--- src/design/rtdt_pkg.sv ---
// Shared constants, codes and types for the resource timeline dispatch timer.
package rtdt_pkg;

    localparam int UNIT_IDX_BITS   = 2;
    localparam int UNITS_PER_CLASS = 1 << UNIT_IDX_BITS;
    localparam int NUM_CLASSES     = 3;
    localparam int NUM_UNITS       = NUM_CLASSES * UNITS_PER_CLASS;
    localparam int SLOT_BITS       = $clog2(NUM_UNITS);
    localparam int CLASS_BITS      = 2;

    localparam int TIME_BITS    = 48;
    localparam int BYTES_BITS   = 24;
    localparam int BUS_BITS     = 9;
    localparam int STARTUP_BITS = 16;
    localparam int DUR_BITS     = BYTES_BITS + 1;
    localparam int CNT_BITS     = $clog2(BYTES_BITS + 1);
    localparam int FUNC_BITS    = 3;
    localparam int COORD_BITS   = 16;

    localparam int CFG_INDEX_BITS = 3;
    localparam int CFG_DATA_BITS  = 24;

    localparam logic [TIME_BITS-1:0] TIME_MAX = {TIME_BITS{1'b1}};

    localparam logic [FUNC_BITS-1:0] FUNC_DMA      = 3'd0;
    localparam logic [FUNC_BITS-1:0] FUNC_MOVER    = 3'd1;
    localparam logic [FUNC_BITS-1:0] FUNC_STREAMER = 3'd2;
    localparam logic [FUNC_BITS-1:0] FUNC_BARRIER  = 3'd3;
    localparam logic [FUNC_BITS-1:0] FUNC_ONE_OP   = 3'd4;
    localparam logic [FUNC_BITS-1:0] FUNC_HALT     = 3'd5;

    localparam logic [CLASS_BITS-1:0] CLASS_NONE = 2'd3;

    localparam logic [CFG_INDEX_BITS-1:0] CFG_DMA_BUS          = 3'd0;
    localparam logic [CFG_INDEX_BITS-1:0] CFG_DMA_STARTUP      = 3'd1;
    localparam logic [CFG_INDEX_BITS-1:0] CFG_MOVER_BUS        = 3'd2;
    localparam logic [CFG_INDEX_BITS-1:0] CFG_MOVER_STARTUP    = 3'd3;
    localparam logic [CFG_INDEX_BITS-1:0] CFG_STREAMER_BUS     = 3'd4;
    localparam logic [CFG_INDEX_BITS-1:0] CFG_STREAMER_STARTUP = 3'd5;
    localparam logic [CFG_INDEX_BITS-1:0] CFG_DEFAULT_TILE     = 3'd6;

    localparam logic [BUS_BITS-1:0]   BUS_RESET  = 9'd64;
    localparam logic [BYTES_BITS-1:0] TILE_RESET = 24'd1024;

    typedef enum logic [2:0] {
        S_IDLE,
        S_LOAD,
        S_DIV,
        S_START,
        S_END,
        S_FIN
    } state_t;

    typedef struct packed {
        logic [FUNC_BITS-1:0]  func;
        logic [BYTES_BITS-1:0] transfer_bytes;
        logic [COORD_BITS-1:0] tile_row;
        logic [COORD_BITS-1:0] tile_col;
    } req_t;

    typedef struct packed {
        logic [TIME_BITS-1:0]  launch_cycle;
        logic [TIME_BITS-1:0]  end_cycle;
        logic [CLASS_BITS-1:0] unit_class;
        logic [1:0]            unit_index;
        logic [TIME_BITS-1:0]  total_span;
    } res_t;

    typedef struct packed {
        logic                  done;
        logic                  rem_nz;
        logic [BYTES_BITS-1:0] quotient;
    } div_res_t;

endpackage

--- src/design/rtdt_divider.sv ---
// Restoring divider, one quotient bit per cycle, with remainder-nonzero flag.
module rtdt_divider
(
    input  logic                           clk,
    input  logic                           rst_n,
    input  logic                           load,
    input  logic [rtdt_pkg::BYTES_BITS-1:0] dividend,
    input  logic [rtdt_pkg::BUS_BITS-1:0]   divisor,
    output rtdt_pkg::div_res_t              res
);

    logic [rtdt_pkg::BUS_BITS-1:0]   rem_reg;
    logic [rtdt_pkg::BYTES_BITS-1:0] quo_reg;
    logic [rtdt_pkg::BUS_BITS-1:0]   dsr_reg;
    logic [rtdt_pkg::CNT_BITS-1:0]   count_reg;
    logic                            running_reg;
    logic                            done_reg;

    logic [rtdt_pkg::BUS_BITS:0]     trial;
    logic [rtdt_pkg::BUS_BITS:0]     diff;
    logic                            fits;
    logic [rtdt_pkg::BUS_BITS-1:0]   rem_next;

    assign trial    = {rem_reg, quo_reg[rtdt_pkg::BYTES_BITS-1]};
    assign fits     = trial >= {1'b0, dsr_reg};
    assign diff     = trial - {1'b0, dsr_reg};
    assign rem_next = fits ? diff[rtdt_pkg::BUS_BITS-1:0] : trial[rtdt_pkg::BUS_BITS-1:0];

    always_ff @(posedge clk or negedge rst_n)
    begin
        if (!rst_n)
        begin
            running_reg <= 1'b0;
            done_reg    <= 1'b0;
            count_reg   <= '0;
        end
        else
        begin
            done_reg <= 1'b0;
            if (load)
            begin
                running_reg <= 1'b1;
                count_reg   <= rtdt_pkg::CNT_BITS'(rtdt_pkg::BYTES_BITS);
            end
            else if (running_reg)
            begin
                count_reg <= count_reg - 1'b1;
                if (count_reg == rtdt_pkg::CNT_BITS'(1))
                begin
                    running_reg <= 1'b0;
                    done_reg    <= 1'b1;
                end
            end
        end
    end

    always_ff @(posedge clk)
    begin
        if (load)
        begin
            rem_reg <= '0;
            quo_reg <= dividend;
            dsr_reg <= divisor;
        end
        else if (running_reg)
        begin
            rem_reg <= rem_next;
            quo_reg <= {quo_reg[rtdt_pkg::BYTES_BITS-2:0], fits};
        end
    end

    assign res.done     = done_reg;
    assign res.rem_nz   = rem_reg != '0;
    assign res.quotient = quo_reg;

endmodule

--- src/design/resource_timeline_dispatch_timer.sv ---
// Resource timeline dispatch timer: top level. A request is taken when start is high and
// busy is low. DMA, block-mover and streamer requests pass from acceptance to the done
// strobe through the load, divide, start-time, end-time and update steps in turn; the shared
// divider forms ceil(bytes / bus width) one quotient bit per cycle, and busy stays
// high throughout. Barrier, one-cycle and halt requests give their result on the cycle
// after acceptance and leave busy low. Each result is shown for exactly one cycle with
// done and cannot be held off. Configuration writes are always accepted (cfg_ready is high)
// and belong in idle periods only. Times saturate at all ones.
module resource_timeline_dispatch_timer
(
    input  logic                              clk,
    input  logic                              rst_n,
    input  logic                              start,
    output logic                              busy,
    input  rtdt_pkg::req_t                    request,
    output logic                              done,
    output rtdt_pkg::res_t                    result,
    input  logic                              cfg_valid,
    output logic                              cfg_ready,
    input  logic [rtdt_pkg::CFG_INDEX_BITS-1:0] cfg_index,
    input  logic [rtdt_pkg::CFG_DATA_BITS-1:0]  cfg_data
);

    rtdt_pkg::state_t state_reg, state_next;

    logic [rtdt_pkg::BUS_BITS-1:0]     bus_reg [rtdt_pkg::NUM_CLASSES];
    logic [rtdt_pkg::STARTUP_BITS-1:0] startup_reg [rtdt_pkg::NUM_CLASSES];
    logic [rtdt_pkg::BYTES_BITS-1:0]   tile_reg;

    logic [rtdt_pkg::TIME_BITS-1:0] free_reg [rtdt_pkg::NUM_UNITS];
    logic [rtdt_pkg::TIME_BITS-1:0] barrier_reg;
    logic [rtdt_pkg::TIME_BITS-1:0] current_reg;
    logic [rtdt_pkg::TIME_BITS-1:0] span_reg;

    logic [rtdt_pkg::BYTES_BITS-1:0] bytes_reg;
    logic [rtdt_pkg::CLASS_BITS-1:0] cls_reg;
    logic [rtdt_pkg::SLOT_BITS-1:0]  slot_reg;
    logic [rtdt_pkg::DUR_BITS-1:0]   dur_reg;
    logic [rtdt_pkg::TIME_BITS-1:0]  start_reg;
    logic [rtdt_pkg::TIME_BITS-1:0]  end_reg;
    rtdt_pkg::res_t                  res_reg;
    logic                            done_reg;

    logic                                accept;
    logic                                is_transfer;
    logic                                div_load;
    logic [rtdt_pkg::UNIT_IDX_BITS-1:0]  unit_idx;
    logic [rtdt_pkg::BUS_BITS-1:0]       bus_sel;
    logic [rtdt_pkg::BYTES_BITS-1:0]     bytes_sel;
    logic [rtdt_pkg::TIME_BITS-1:0]      cur_inc;
    logic [rtdt_pkg::TIME_BITS-1:0]      free_rd;
    logic [rtdt_pkg::TIME_BITS:0]        end_sum;
    logic [rtdt_pkg::TIME_BITS-1:0]      span_new;
    rtdt_pkg::div_res_t                  div_res;

    assign accept      = start && !busy;
    assign is_transfer = request.func <= rtdt_pkg::FUNC_STREAMER;
    assign unit_idx    = request.tile_row[rtdt_pkg::UNIT_IDX_BITS-1:0]
                       + request.tile_col[rtdt_pkg::UNIT_IDX_BITS-1:0];
    assign cfg_ready   = 1'b1;

    assign bus_sel   = (bus_reg[cls_reg] == '0) ? rtdt_pkg::BUS_BITS'(1) : bus_reg[cls_reg];
    assign bytes_sel = (bytes_reg == '0) ? tile_reg : bytes_reg;
    assign cur_inc   = (current_reg == rtdt_pkg::TIME_MAX) ? rtdt_pkg::TIME_MAX
                     : current_reg + rtdt_pkg::TIME_BITS'(1);
    assign free_rd   = free_reg[slot_reg];
    assign end_sum   = {1'b0, start_reg} + (rtdt_pkg::TIME_BITS + 1)'(dur_reg);
    assign span_new  = (end_reg > span_reg) ? end_reg : span_reg;

    rtdt_divider u_div
    (
        .clk      (clk),
        .rst_n    (rst_n),
        .load     (div_load),
        .dividend (bytes_sel),
        .divisor  (bus_sel),
        .res      (div_res)
    );

    always_comb
    begin
        state_next = state_reg;
        unique case (state_reg)
            rtdt_pkg::S_IDLE:
            begin
                if (accept && is_transfer)
                begin
                    state_next = rtdt_pkg::S_LOAD;
                end
            end
            rtdt_pkg::S_LOAD:  state_next = rtdt_pkg::S_DIV;
            rtdt_pkg::S_DIV:
            begin
                if (div_res.done)
                begin
                    state_next = rtdt_pkg::S_START;
                end
            end
            rtdt_pkg::S_START: state_next = rtdt_pkg::S_END;
            rtdt_pkg::S_END:   state_next = rtdt_pkg::S_FIN;
            rtdt_pkg::S_FIN:   state_next = rtdt_pkg::S_IDLE;
            default:           state_next = rtdt_pkg::S_IDLE;
        endcase
    end

    always_comb
    begin
        busy     = 1'b1;
        div_load = 1'b0;
        unique case (state_reg)
            rtdt_pkg::S_IDLE: busy     = 1'b0;
            rtdt_pkg::S_LOAD: div_load = 1'b1;
            default:          busy     = 1'b1;
        endcase
    end

    always_ff @(posedge clk or negedge rst_n)
    begin
        if (!rst_n)
        begin
            state_reg <= rtdt_pkg::S_IDLE;
        end
        else
        begin
            state_reg <= state_next;
        end
    end

    always_ff @(posedge clk or negedge rst_n)
    begin
        if (!rst_n)
        begin
            for (int k = 0; k < rtdt_pkg::NUM_CLASSES; k++)
            begin
                bus_reg[k]     <= rtdt_pkg::BUS_RESET;
                startup_reg[k] <= '0;
            end
            tile_reg <= rtdt_pkg::TILE_RESET;
        end
        else if (cfg_valid && cfg_ready)
        begin
            unique case (cfg_index)
                rtdt_pkg::CFG_DMA_BUS:          bus_reg[0]     <= cfg_data[rtdt_pkg::BUS_BITS-1:0];
                rtdt_pkg::CFG_DMA_STARTUP:      startup_reg[0] <= cfg_data[rtdt_pkg::STARTUP_BITS-1:0];
                rtdt_pkg::CFG_MOVER_BUS:        bus_reg[1]     <= cfg_data[rtdt_pkg::BUS_BITS-1:0];
                rtdt_pkg::CFG_MOVER_STARTUP:    startup_reg[1] <= cfg_data[rtdt_pkg::STARTUP_BITS-1:0];
                rtdt_pkg::CFG_STREAMER_BUS:     bus_reg[2]     <= cfg_data[rtdt_pkg::BUS_BITS-1:0];
                rtdt_pkg::CFG_STREAMER_STARTUP: startup_reg[2] <= cfg_data[rtdt_pkg::STARTUP_BITS-1:0];
                rtdt_pkg::CFG_DEFAULT_TILE:     tile_reg       <= cfg_data;
                default:                        ;
            endcase
        end
    end

    // timeline state and result strobe
    always_ff @(posedge clk or negedge rst_n)
    begin
        if (!rst_n)
        begin
            for (int k = 0; k < rtdt_pkg::NUM_UNITS; k++)
            begin
                free_reg[k] <= '0;
            end
            barrier_reg <= '0;
            current_reg <= '0;
            span_reg    <= '0;
            done_reg    <= 1'b0;
        end
        else
        begin
            done_reg <= 1'b0;
            if (accept)
            begin
                case (request.func) inside
                    rtdt_pkg::FUNC_DMA, rtdt_pkg::FUNC_MOVER, rtdt_pkg::FUNC_STREAMER: ;
                    rtdt_pkg::FUNC_BARRIER:
                    begin
                        barrier_reg <= span_reg;
                        current_reg <= span_reg;
                        done_reg    <= 1'b1;
                    end
                    rtdt_pkg::FUNC_HALT:
                    begin
                        done_reg <= 1'b1;
                    end
                    default:
                    begin
                        current_reg <= cur_inc;
                        done_reg    <= 1'b1;
                    end
                endcase
            end
            else if (state_reg == rtdt_pkg::S_FIN)
            begin
                free_reg[slot_reg] <= end_reg;
                current_reg        <= end_reg;
                span_reg           <= span_new;
                done_reg           <= 1'b1;
            end
        end
    end

    // datapath registers
    always_ff @(posedge clk)
    begin
        if (accept)
        begin
            bytes_reg <= request.transfer_bytes;
            cls_reg   <= request.func[rtdt_pkg::CLASS_BITS-1:0];
            slot_reg  <= {request.func[rtdt_pkg::CLASS_BITS-1:0], unit_idx};
            case (request.func) inside
                rtdt_pkg::FUNC_DMA, rtdt_pkg::FUNC_MOVER, rtdt_pkg::FUNC_STREAMER: ;
                rtdt_pkg::FUNC_BARRIER:
                begin
                    res_reg <= {span_reg, span_reg, rtdt_pkg::CLASS_NONE, 2'd0, span_reg};
                end
                rtdt_pkg::FUNC_HALT:
                begin
                    res_reg <= {current_reg, current_reg, rtdt_pkg::CLASS_NONE, 2'd0, span_reg};
                end
                default:
                begin
                    res_reg <= {current_reg, cur_inc, rtdt_pkg::CLASS_NONE, 2'd0, span_reg};
                end
            endcase
        end
        else
        begin
            case (state_reg)
                rtdt_pkg::S_START:
                begin
                    start_reg <= (barrier_reg > free_rd) ? barrier_reg : free_rd;
                    dur_reg   <= rtdt_pkg::DUR_BITS'(startup_reg[cls_reg])
                               + rtdt_pkg::DUR_BITS'(div_res.quotient)
                               + rtdt_pkg::DUR_BITS'(div_res.rem_nz);
                end
                rtdt_pkg::S_END:
                begin
                    end_reg <= end_sum[rtdt_pkg::TIME_BITS] ? rtdt_pkg::TIME_MAX
                             : end_sum[rtdt_pkg::TIME_BITS-1:0];
                end
                rtdt_pkg::S_FIN:
                begin
                    res_reg <= {start_reg, end_reg, cls_reg,
                                2'(slot_reg[rtdt_pkg::UNIT_IDX_BITS-1:0]), span_new};
                end
                default: ;
            endcase
        end
    end

    assign done   = done_reg;
    assign result = res_reg;

endmodule

--- config.mk ---
export PLATFORM = sky130hd
export DESIGN_NAME = resource_timeline_dispatch_timer
export DESIGN_NICKNAME = d
export VERILOG_FILES = /design/src/design/rtdt_pkg.sv /design/src/design/rtdt_divider.sv /design/src/design/resource_timeline_dispatch_timer.sv
export SDC_FILE = /design/constraint.sdc
export NUM_CORES = 2
export LEC_CHECK = 0
export ABC_CLOCK_PERIOD_IN_PS = 16200
export BUFFER_PORTS_ARGS = -buffer_cell sky130_fd_sc_hd__buf_2
export CORE_MARGIN = 2
export CORE_UTILIZATION = 48
export CTS_BUF_LIST = sky130_fd_sc_hd__clkbuf_2
export CTS_CLUSTER_SIZE = 14
export DETAILED_ROUTE_END_ITERATION = 6
export GPL_ROUTABILITY_DRIVEN = 0
export MAX_ROUTING_LAYER = met4
export PLACE_DENSITY_LB_ADDON = 0.1
export SKIP_CTS_REPAIR_TIMING = 1
export SLEW_MARGIN = 20
export SYNTH_ARGS = -nofsm -noshare
export SYNTH_HDL_FRONTEND = slang
export SYNTH_SLANG_ARGS = --single-unit
--- constraint.sdc ---
create_clock -name clk -period 16.2 [get_ports clk]
set_input_delay 2.43 -clock clk [delete_from_list [all_inputs] [get_ports clk]]
set_output_delay 2.43 -clock clk [all_outputs]
set_load 0.02 [all_outputs]
**Yosys cells after proc, flatten, opt, wreduce, memory -nomap -nowiden**

Index checks and enable logic that the tools add are counted.

- $add $sub $neg: 7
- Eq/ne operators: 21
- Magnitude comparators: 7
- Bitwise operators: 4
- Reduce and logical (&&, ||, !) cells: 26
- Muxes and demuxes: 45

Operators with widths:

| cell | count |
|---|---|
| 148-bit two-way mux | 4 |
| 576-bit bitwise mux | 1 |
| 48-bit two-way mux | 11 |
| 48-bit binary-select mux with 4-bit select | 1 |
| 48-bit demux with 4-bit select | 1 |
| 100-bit two-way mux | 1 |
| 48-bit > comparator | 2 |
| 24-bit two-way mux | 3 |
| 48-bit by 25-bit adder with 49-bit output | 1 |
| 48-bit by 1-bit adder with 48-bit output, second input constant | 1 |
| 48-bit == test, second input constant | 1 |
| 16-bit binary-select mux with 2-bit select | 1 |
| 16-bit two-way mux | 2 |
| 9-bit two-way mux | 3 |
| 16-bit by 24-bit adder with 25-bit output | 1 |
| 25-bit by 1-bit adder with 25-bit output | 1 |
| 24-bit zero test | 1 |
| 2-bit AND reduction | 12 |
| 9-bit binary-select mux with 2-bit select | 1 |
| 3-bit by 2-bit == test with 1-bit output, second input constant | 6 |
| 3-bit == test, second input constant | 6 |
| 3-bit case mux with 5 select lines | 1 |
| 1-bit two-way mux | 11 |
| 10-bit by 9-bit >= comparator with 1-bit output | 1 |
| other kinds (24) | 36 |

- Flip-flop bits (word level): 1171
- Word-level logic and storage cells: 151
- Bits of input ports: 90
- Output and inout bits: 151

**Depth between registers and ports, before layout**

- Depth after elaboration: 6
- Depth in mapped cells: 19
- Mapped depth without buffers: 14

**Cells and area by module**

Synthesis repeated with hierarchy kept, for this count alone.

- Cells, all modules: 4486
- Area total of the unflattened synthesis: 56960.9 um2

By module, submodules not included:

| module | instances | area each (um2) | cells each |
|---|---|---|---|
| resource_timeline_dispatch_timer | 1 | 54478.5 | 4289 |
| rtdt_divider | 1 | 2482.4 | 197 |

**Worst setup path after synthesis**

OpenSTA, ideal clock, no wires.

- Path kind: input port to flip-flop
- Start point: input port start
- End point: register done_reg (netlist: done)
- Data arrival time: 13564 ps
- Library setup time: 1199 ps
- Stages: 5
- Path buffers: 3
- Required time: 15001 ps
- Path slack: 1438 ps
- Cell sequence: nand2_1 -> clkbuf_1 -> buf_1 -> clkbuf_1 -> o21ai_0

- Word-level cells in the longest chain between the ends: 2

RTL lines:

| what | line | source |
|---|---|---|
| start: declaration | resource_timeline_dispatch_timer.sv:13 | `input logic start,` |
| 1-bit logical AND | resource_timeline_dispatch_timer.sv:56 | `assign accept = start && !busy;` |
| 1-bit two-way mux | resource_timeline_dispatch_timer.sv:172 | `if (accept)` |
| end signal: assignment | resource_timeline_dispatch_timer.sv:171 | `done_reg <= 1'b0;` |
| end signal: assignment | resource_timeline_dispatch_timer.sv:180 | `done_reg <= 1'b1;` |
| end signal: assignment | resource_timeline_dispatch_timer.sv:184 | `done_reg <= 1'b1;` |
| end: declaration | resource_timeline_dispatch_timer.sv:42 | `logic done_reg;` |

Every way passes these cells.
A chain may end at the register's enable or synchronous reset.

**Final worst setup path**

- Start point: register slot_reg[0] in the netlist's numbering
- End point: register start_reg[0] in the netlist's numbering (data pin)

- Word-level cells in the longest chain between the ends: 6

RTL lines:

| what | line | source |
|---|---|---|
| start: declaration | resource_timeline_dispatch_timer.sv:37 | `logic [rtdt_pkg::SLOT_BITS-1:0] slot_reg;` |
| start signal: assignment | resource_timeline_dispatch_timer.sv:210 | `slot_reg <= {request.func[rtdt_pkg::CLASS_BITS-1:0], unit_idx};` |
| 4-bit NOT with 5-bit output (not written as such) (*) | resource_timeline_dispatch_timer.sv:66 | `assign free_rd = free_reg[slot_reg];` |
| 48-bit binary-select mux with 4-bit select (*) | resource_timeline_dispatch_timer.sv:66 |  |
| 48-bit two-way mux (not written as such) (*) (2 in series) | resource_timeline_dispatch_timer.sv:66 |  |
| 48-bit > comparator | resource_timeline_dispatch_timer.sv:232 | `start_reg <= (barrier_reg > free_rd) ? barrier_reg : free_rd;` |
| 48-bit two-way mux (*) | resource_timeline_dispatch_timer.sv:232 |  |
| end signal: assignment | resource_timeline_dispatch_timer.sv:232 |  |
| end: declaration | resource_timeline_dispatch_timer.sv:39 | `logic [rtdt_pkg::TIME_BITS-1:0] start_reg;` |

Every way passes the cells marked *; elsewhere a longest branch is shown, timed or not. The select of a mux whose other input is x is not followed.

==> impl_metrics.toml <==
[outcome]
outcome = "finished, final reports clean"

[worst_setup_path]
critPathKind = "reg -> reg"
cp_cell_sequence = "buf_4, buf_12, mux4_2, mux2i_1, nor2_1, a21oi_1, ha_1, nand4_1, nor3_1, nand4_1, or3_1, o31ai_4, buf_4, mux2_2"
start_kind = "flop"
arrival_ns = 7.45
worstPathMaxFanout = 85
worstPathRequired_ns = 17.58
cp-end-kind = "flop"
max_stage_delay_ns = 0.60
slowest_stage = "mux4_2"

[layout]
fin_util_pct = 52.6
drive_above_1_share_pct = 35.3
nFillCells = 10465
largest_reg_flops = 576
syn2layout_area_growth_pct = 9.27
nNetsFinal = 4968

[drt]
wl_per_cell_um = 24.6
drt_wl_total_um = 160000
antenna_left = 0
viasPerCell = 5.91
drc = 0
drtIter0Drc = 3321
num_vias = 38332
dr.pass1.iters = 6

[grt]
grt_use_total_pct = 27.4
grt_pass1_vias = 38302
antenna_found_initial = 12
grt_pass1_wl_um = 242000
gr-total-overflow = 0
grt_max_degree = 177

[hold_path]
hold_class = "reg -> reg"

[clock_network]
cts_tree = "yes"
cts_htree_levels = 5
cts_max_path_buffers = 4
clk_latency_ns = 1.67
cts_sinks = 1169
clkTransAtPathRegs_ns = 0.11
numCtsBuffers = 319
cts_root_buffer = "clkbuf_2"

[synth]
synthesis.area_um2 = 56700
synth.most_common_cell = "dfrtp_1"
synthArstFlopShare_pct = 71.0
seq_area_frac_synth_pct = 54.5
syn_nets = 4681
synth_top_area_share_pct = 36.5
ys_seq_elements = 1169
avgSynthCellArea_um2 = 12.8
synthCells = 4438
synth_warnings = 0
synth.distinct_cells = 81
ys_top_cells_by_area = "dfrtp_1 36%, edfxtp_1 17%, mux2_2 15%, mux4_2 5.7%, ha_1 3.3%"
synth_ff_type = "dfrtp_1"
synth_edf_count = 330
netlist_top_cells_count = "826 x dfrtp_1, 767 x mux2_2, 330 x edfxtp_1, 318 x nand2_1, 219 x a21oi_1"
yosysTopAreaCell = "dfrtp_1"

[sta]
setup_viol = 0
max_freq_mhz = 165
relSlewSlack_pct = 21.9
slew_viol_final = 0
rsz0062_at_grt = "false"
period_needed_ns = 6.07
tightest_slew_ns = 1.17
finalHoldViolCount = 0
final.period_utilization_pct = 37.5
setup_tns_ns = 0
finClkSkew_ns = 0.143

[pwr]
peakVddDrop_v = 0.000118
p_leak_nw = 28.2
powerDensity_nw_per_um2 = 155

[die]
rows = 126
fp.dieW_um = 348
io_pins = 241
start_util_pct = 48.2
die-height_um = 348
core_um2 = 118000
die_area_um2 = 121000

[flow_run]
max-cap-violations = 0

[place]
io_buffers = 211
dp_hpwl_um = 105000
per-layer routing:
| metal | vias to the layer above | global-route usage, % | wire length (um) |
|---|---|---|---|
| met5 | - | - | 0 |
| met3 | 265 | 4.21 | 8460 |
| li1 | 17117 | - | - |
| met2 | 1205 | 41.4 | 74000 |
| met4 | 0 | 8.77 | 4090 |
| met1 | 19745 | 38.3 | 73300 |
cell type report:
| type | count | area [um2] | area share [%] |
|---|---|---|---|
| tap | 1536 | 1920 | 3.10 |
| multi-input combinational | 2823 | 24200 | 39.1 |
| timing repair buffer | 278 | 1640 | 2.65 |
| sequential | 1169 | 30900 | 49.8 |
| clock buffer | 485 | 2430 | 3.92 |
| inverter | 134 | 505 | 0.816 |
| clock inverter | 55 | 319 | 0.515 |
| antenna | 9 | 22.5 | 0.0364 |
cells in the final DEF (no fill, tap or decap), types with 27 or more instances in the layout:
cell        n
nand4_1    43
nand2_1   315
a21o_1     57
o21ai_0   178
nor2_1    200
mux2i_1   129
ha_1      149
nand3_1    63
mux2_2    767
inv_1     132
buf_4      59
o22ai_1    46
a22oi_1    40
dfrtp_1   826
a21oi_1   219
xor2_1     27
a31oi_1   103
clkbuf_2  485
edfxtp_1  330
xnor2_1    46
mux4_2    144
nor3_1     27
buf_2     210
clkinv_1   43
cells by family (layout without fill, tap and decap cells):
kind of cell / Yosys count / count (layout) / synth area share (%)
flip-flops: 1169 / 1169 / 54.5
multiplexers: 1043 / 1043 / 23.3
AND/OR/NAND/NOR: 802 / 802 / 6.53
AO/OA/AOI/OAI: 751 / 751 / 7.97
buffers and inverters: 446 / 952 / 3.16
adder cells (fa/ha/maj): 153 / 153 / 3.43
XOR/XNOR: 73 / 73 / 1.13
other: 1 / 10 / 0.00662
worst paths after layout:
| kind | from | endpoint | slack, ns | depth (start not counted) |
|---|---|---|---|---|
| max | slot_reg[0]$_DFFE_PP_ | start_reg[0]$_DFFE_PP_ | 10.13 | 14 |
| min | u_div.rem_reg[8]$_SDFFE_PP0P_ | u_div.rem_reg[8]$_SDFFE_PP0P_ | 0.48 | 2 |
| max reg2reg | slot_reg[0]$_DFFE_PP_ | start_reg[0]$_DFFE_PP_ | 10.13 | 14 |
| min reg2reg | u_div.rem_reg[8]$_SDFFE_PP0P_ | u_div.rem_reg[8]$_SDFFE_PP0P_ | 0.48 | 2 |
| max in group asynchronous | rst_n | free_reg[474]$_DFFE_PN0P_ | 12.85 | 4 |
| min in group asynchronous | rst_n | tile_reg[16]$_DFFE_PN0P_ | 0.81 | 1 |
report_power, final:
| group | internal [mW] | switching, mW | leakage, nW |
|---|---|---|---|
| Sequential | 3.81 | 0.524 | 14.3 |
| Combinational | 1.29 | 1.90 | 11.7 |
| Clock | 0.846 | 1.23 | 2.17 |
| Total | 5.94 | 3.65 | 28.2 |
critical path, delay by kind of cell (launching register included):
| family | cells | cell delay [ns] |
|---|---|---|
| buf+inv | 3 | 1.56 |
| compound gates | 2 | 0.79 |
| fa+ha+maj | 1 | 0.22 |
| mux | 3 | 1.15 |
| flops | 1 | 0.34 |
| simple gates | 5 | 1.61 |
per-stage QoR:
step / setup slack, ns / area [um2] / power (mW) / hold slack, ns / instances
4_1_cts: 10.01 / 61900 / 9.66 / 0.485 / 6478
3_5_place_dp: 10.09 / 59100 / 7.55 / 0.470 / 5938
6_report: 10.13 / 61900 / 9.60 / 0.482 / 6489
2_1_floorplan: 1.44 / 56700 / 6.51 / 0.445 / 4438
5_1_grt: 9.83 / 61900 / 10.2 / 0.518 / 6487
3_3_place_gp: 10.13 / 59100 / 7.50 / 0.461 / 5938
No activity file was read; power rests on OpenSTA's default activity.
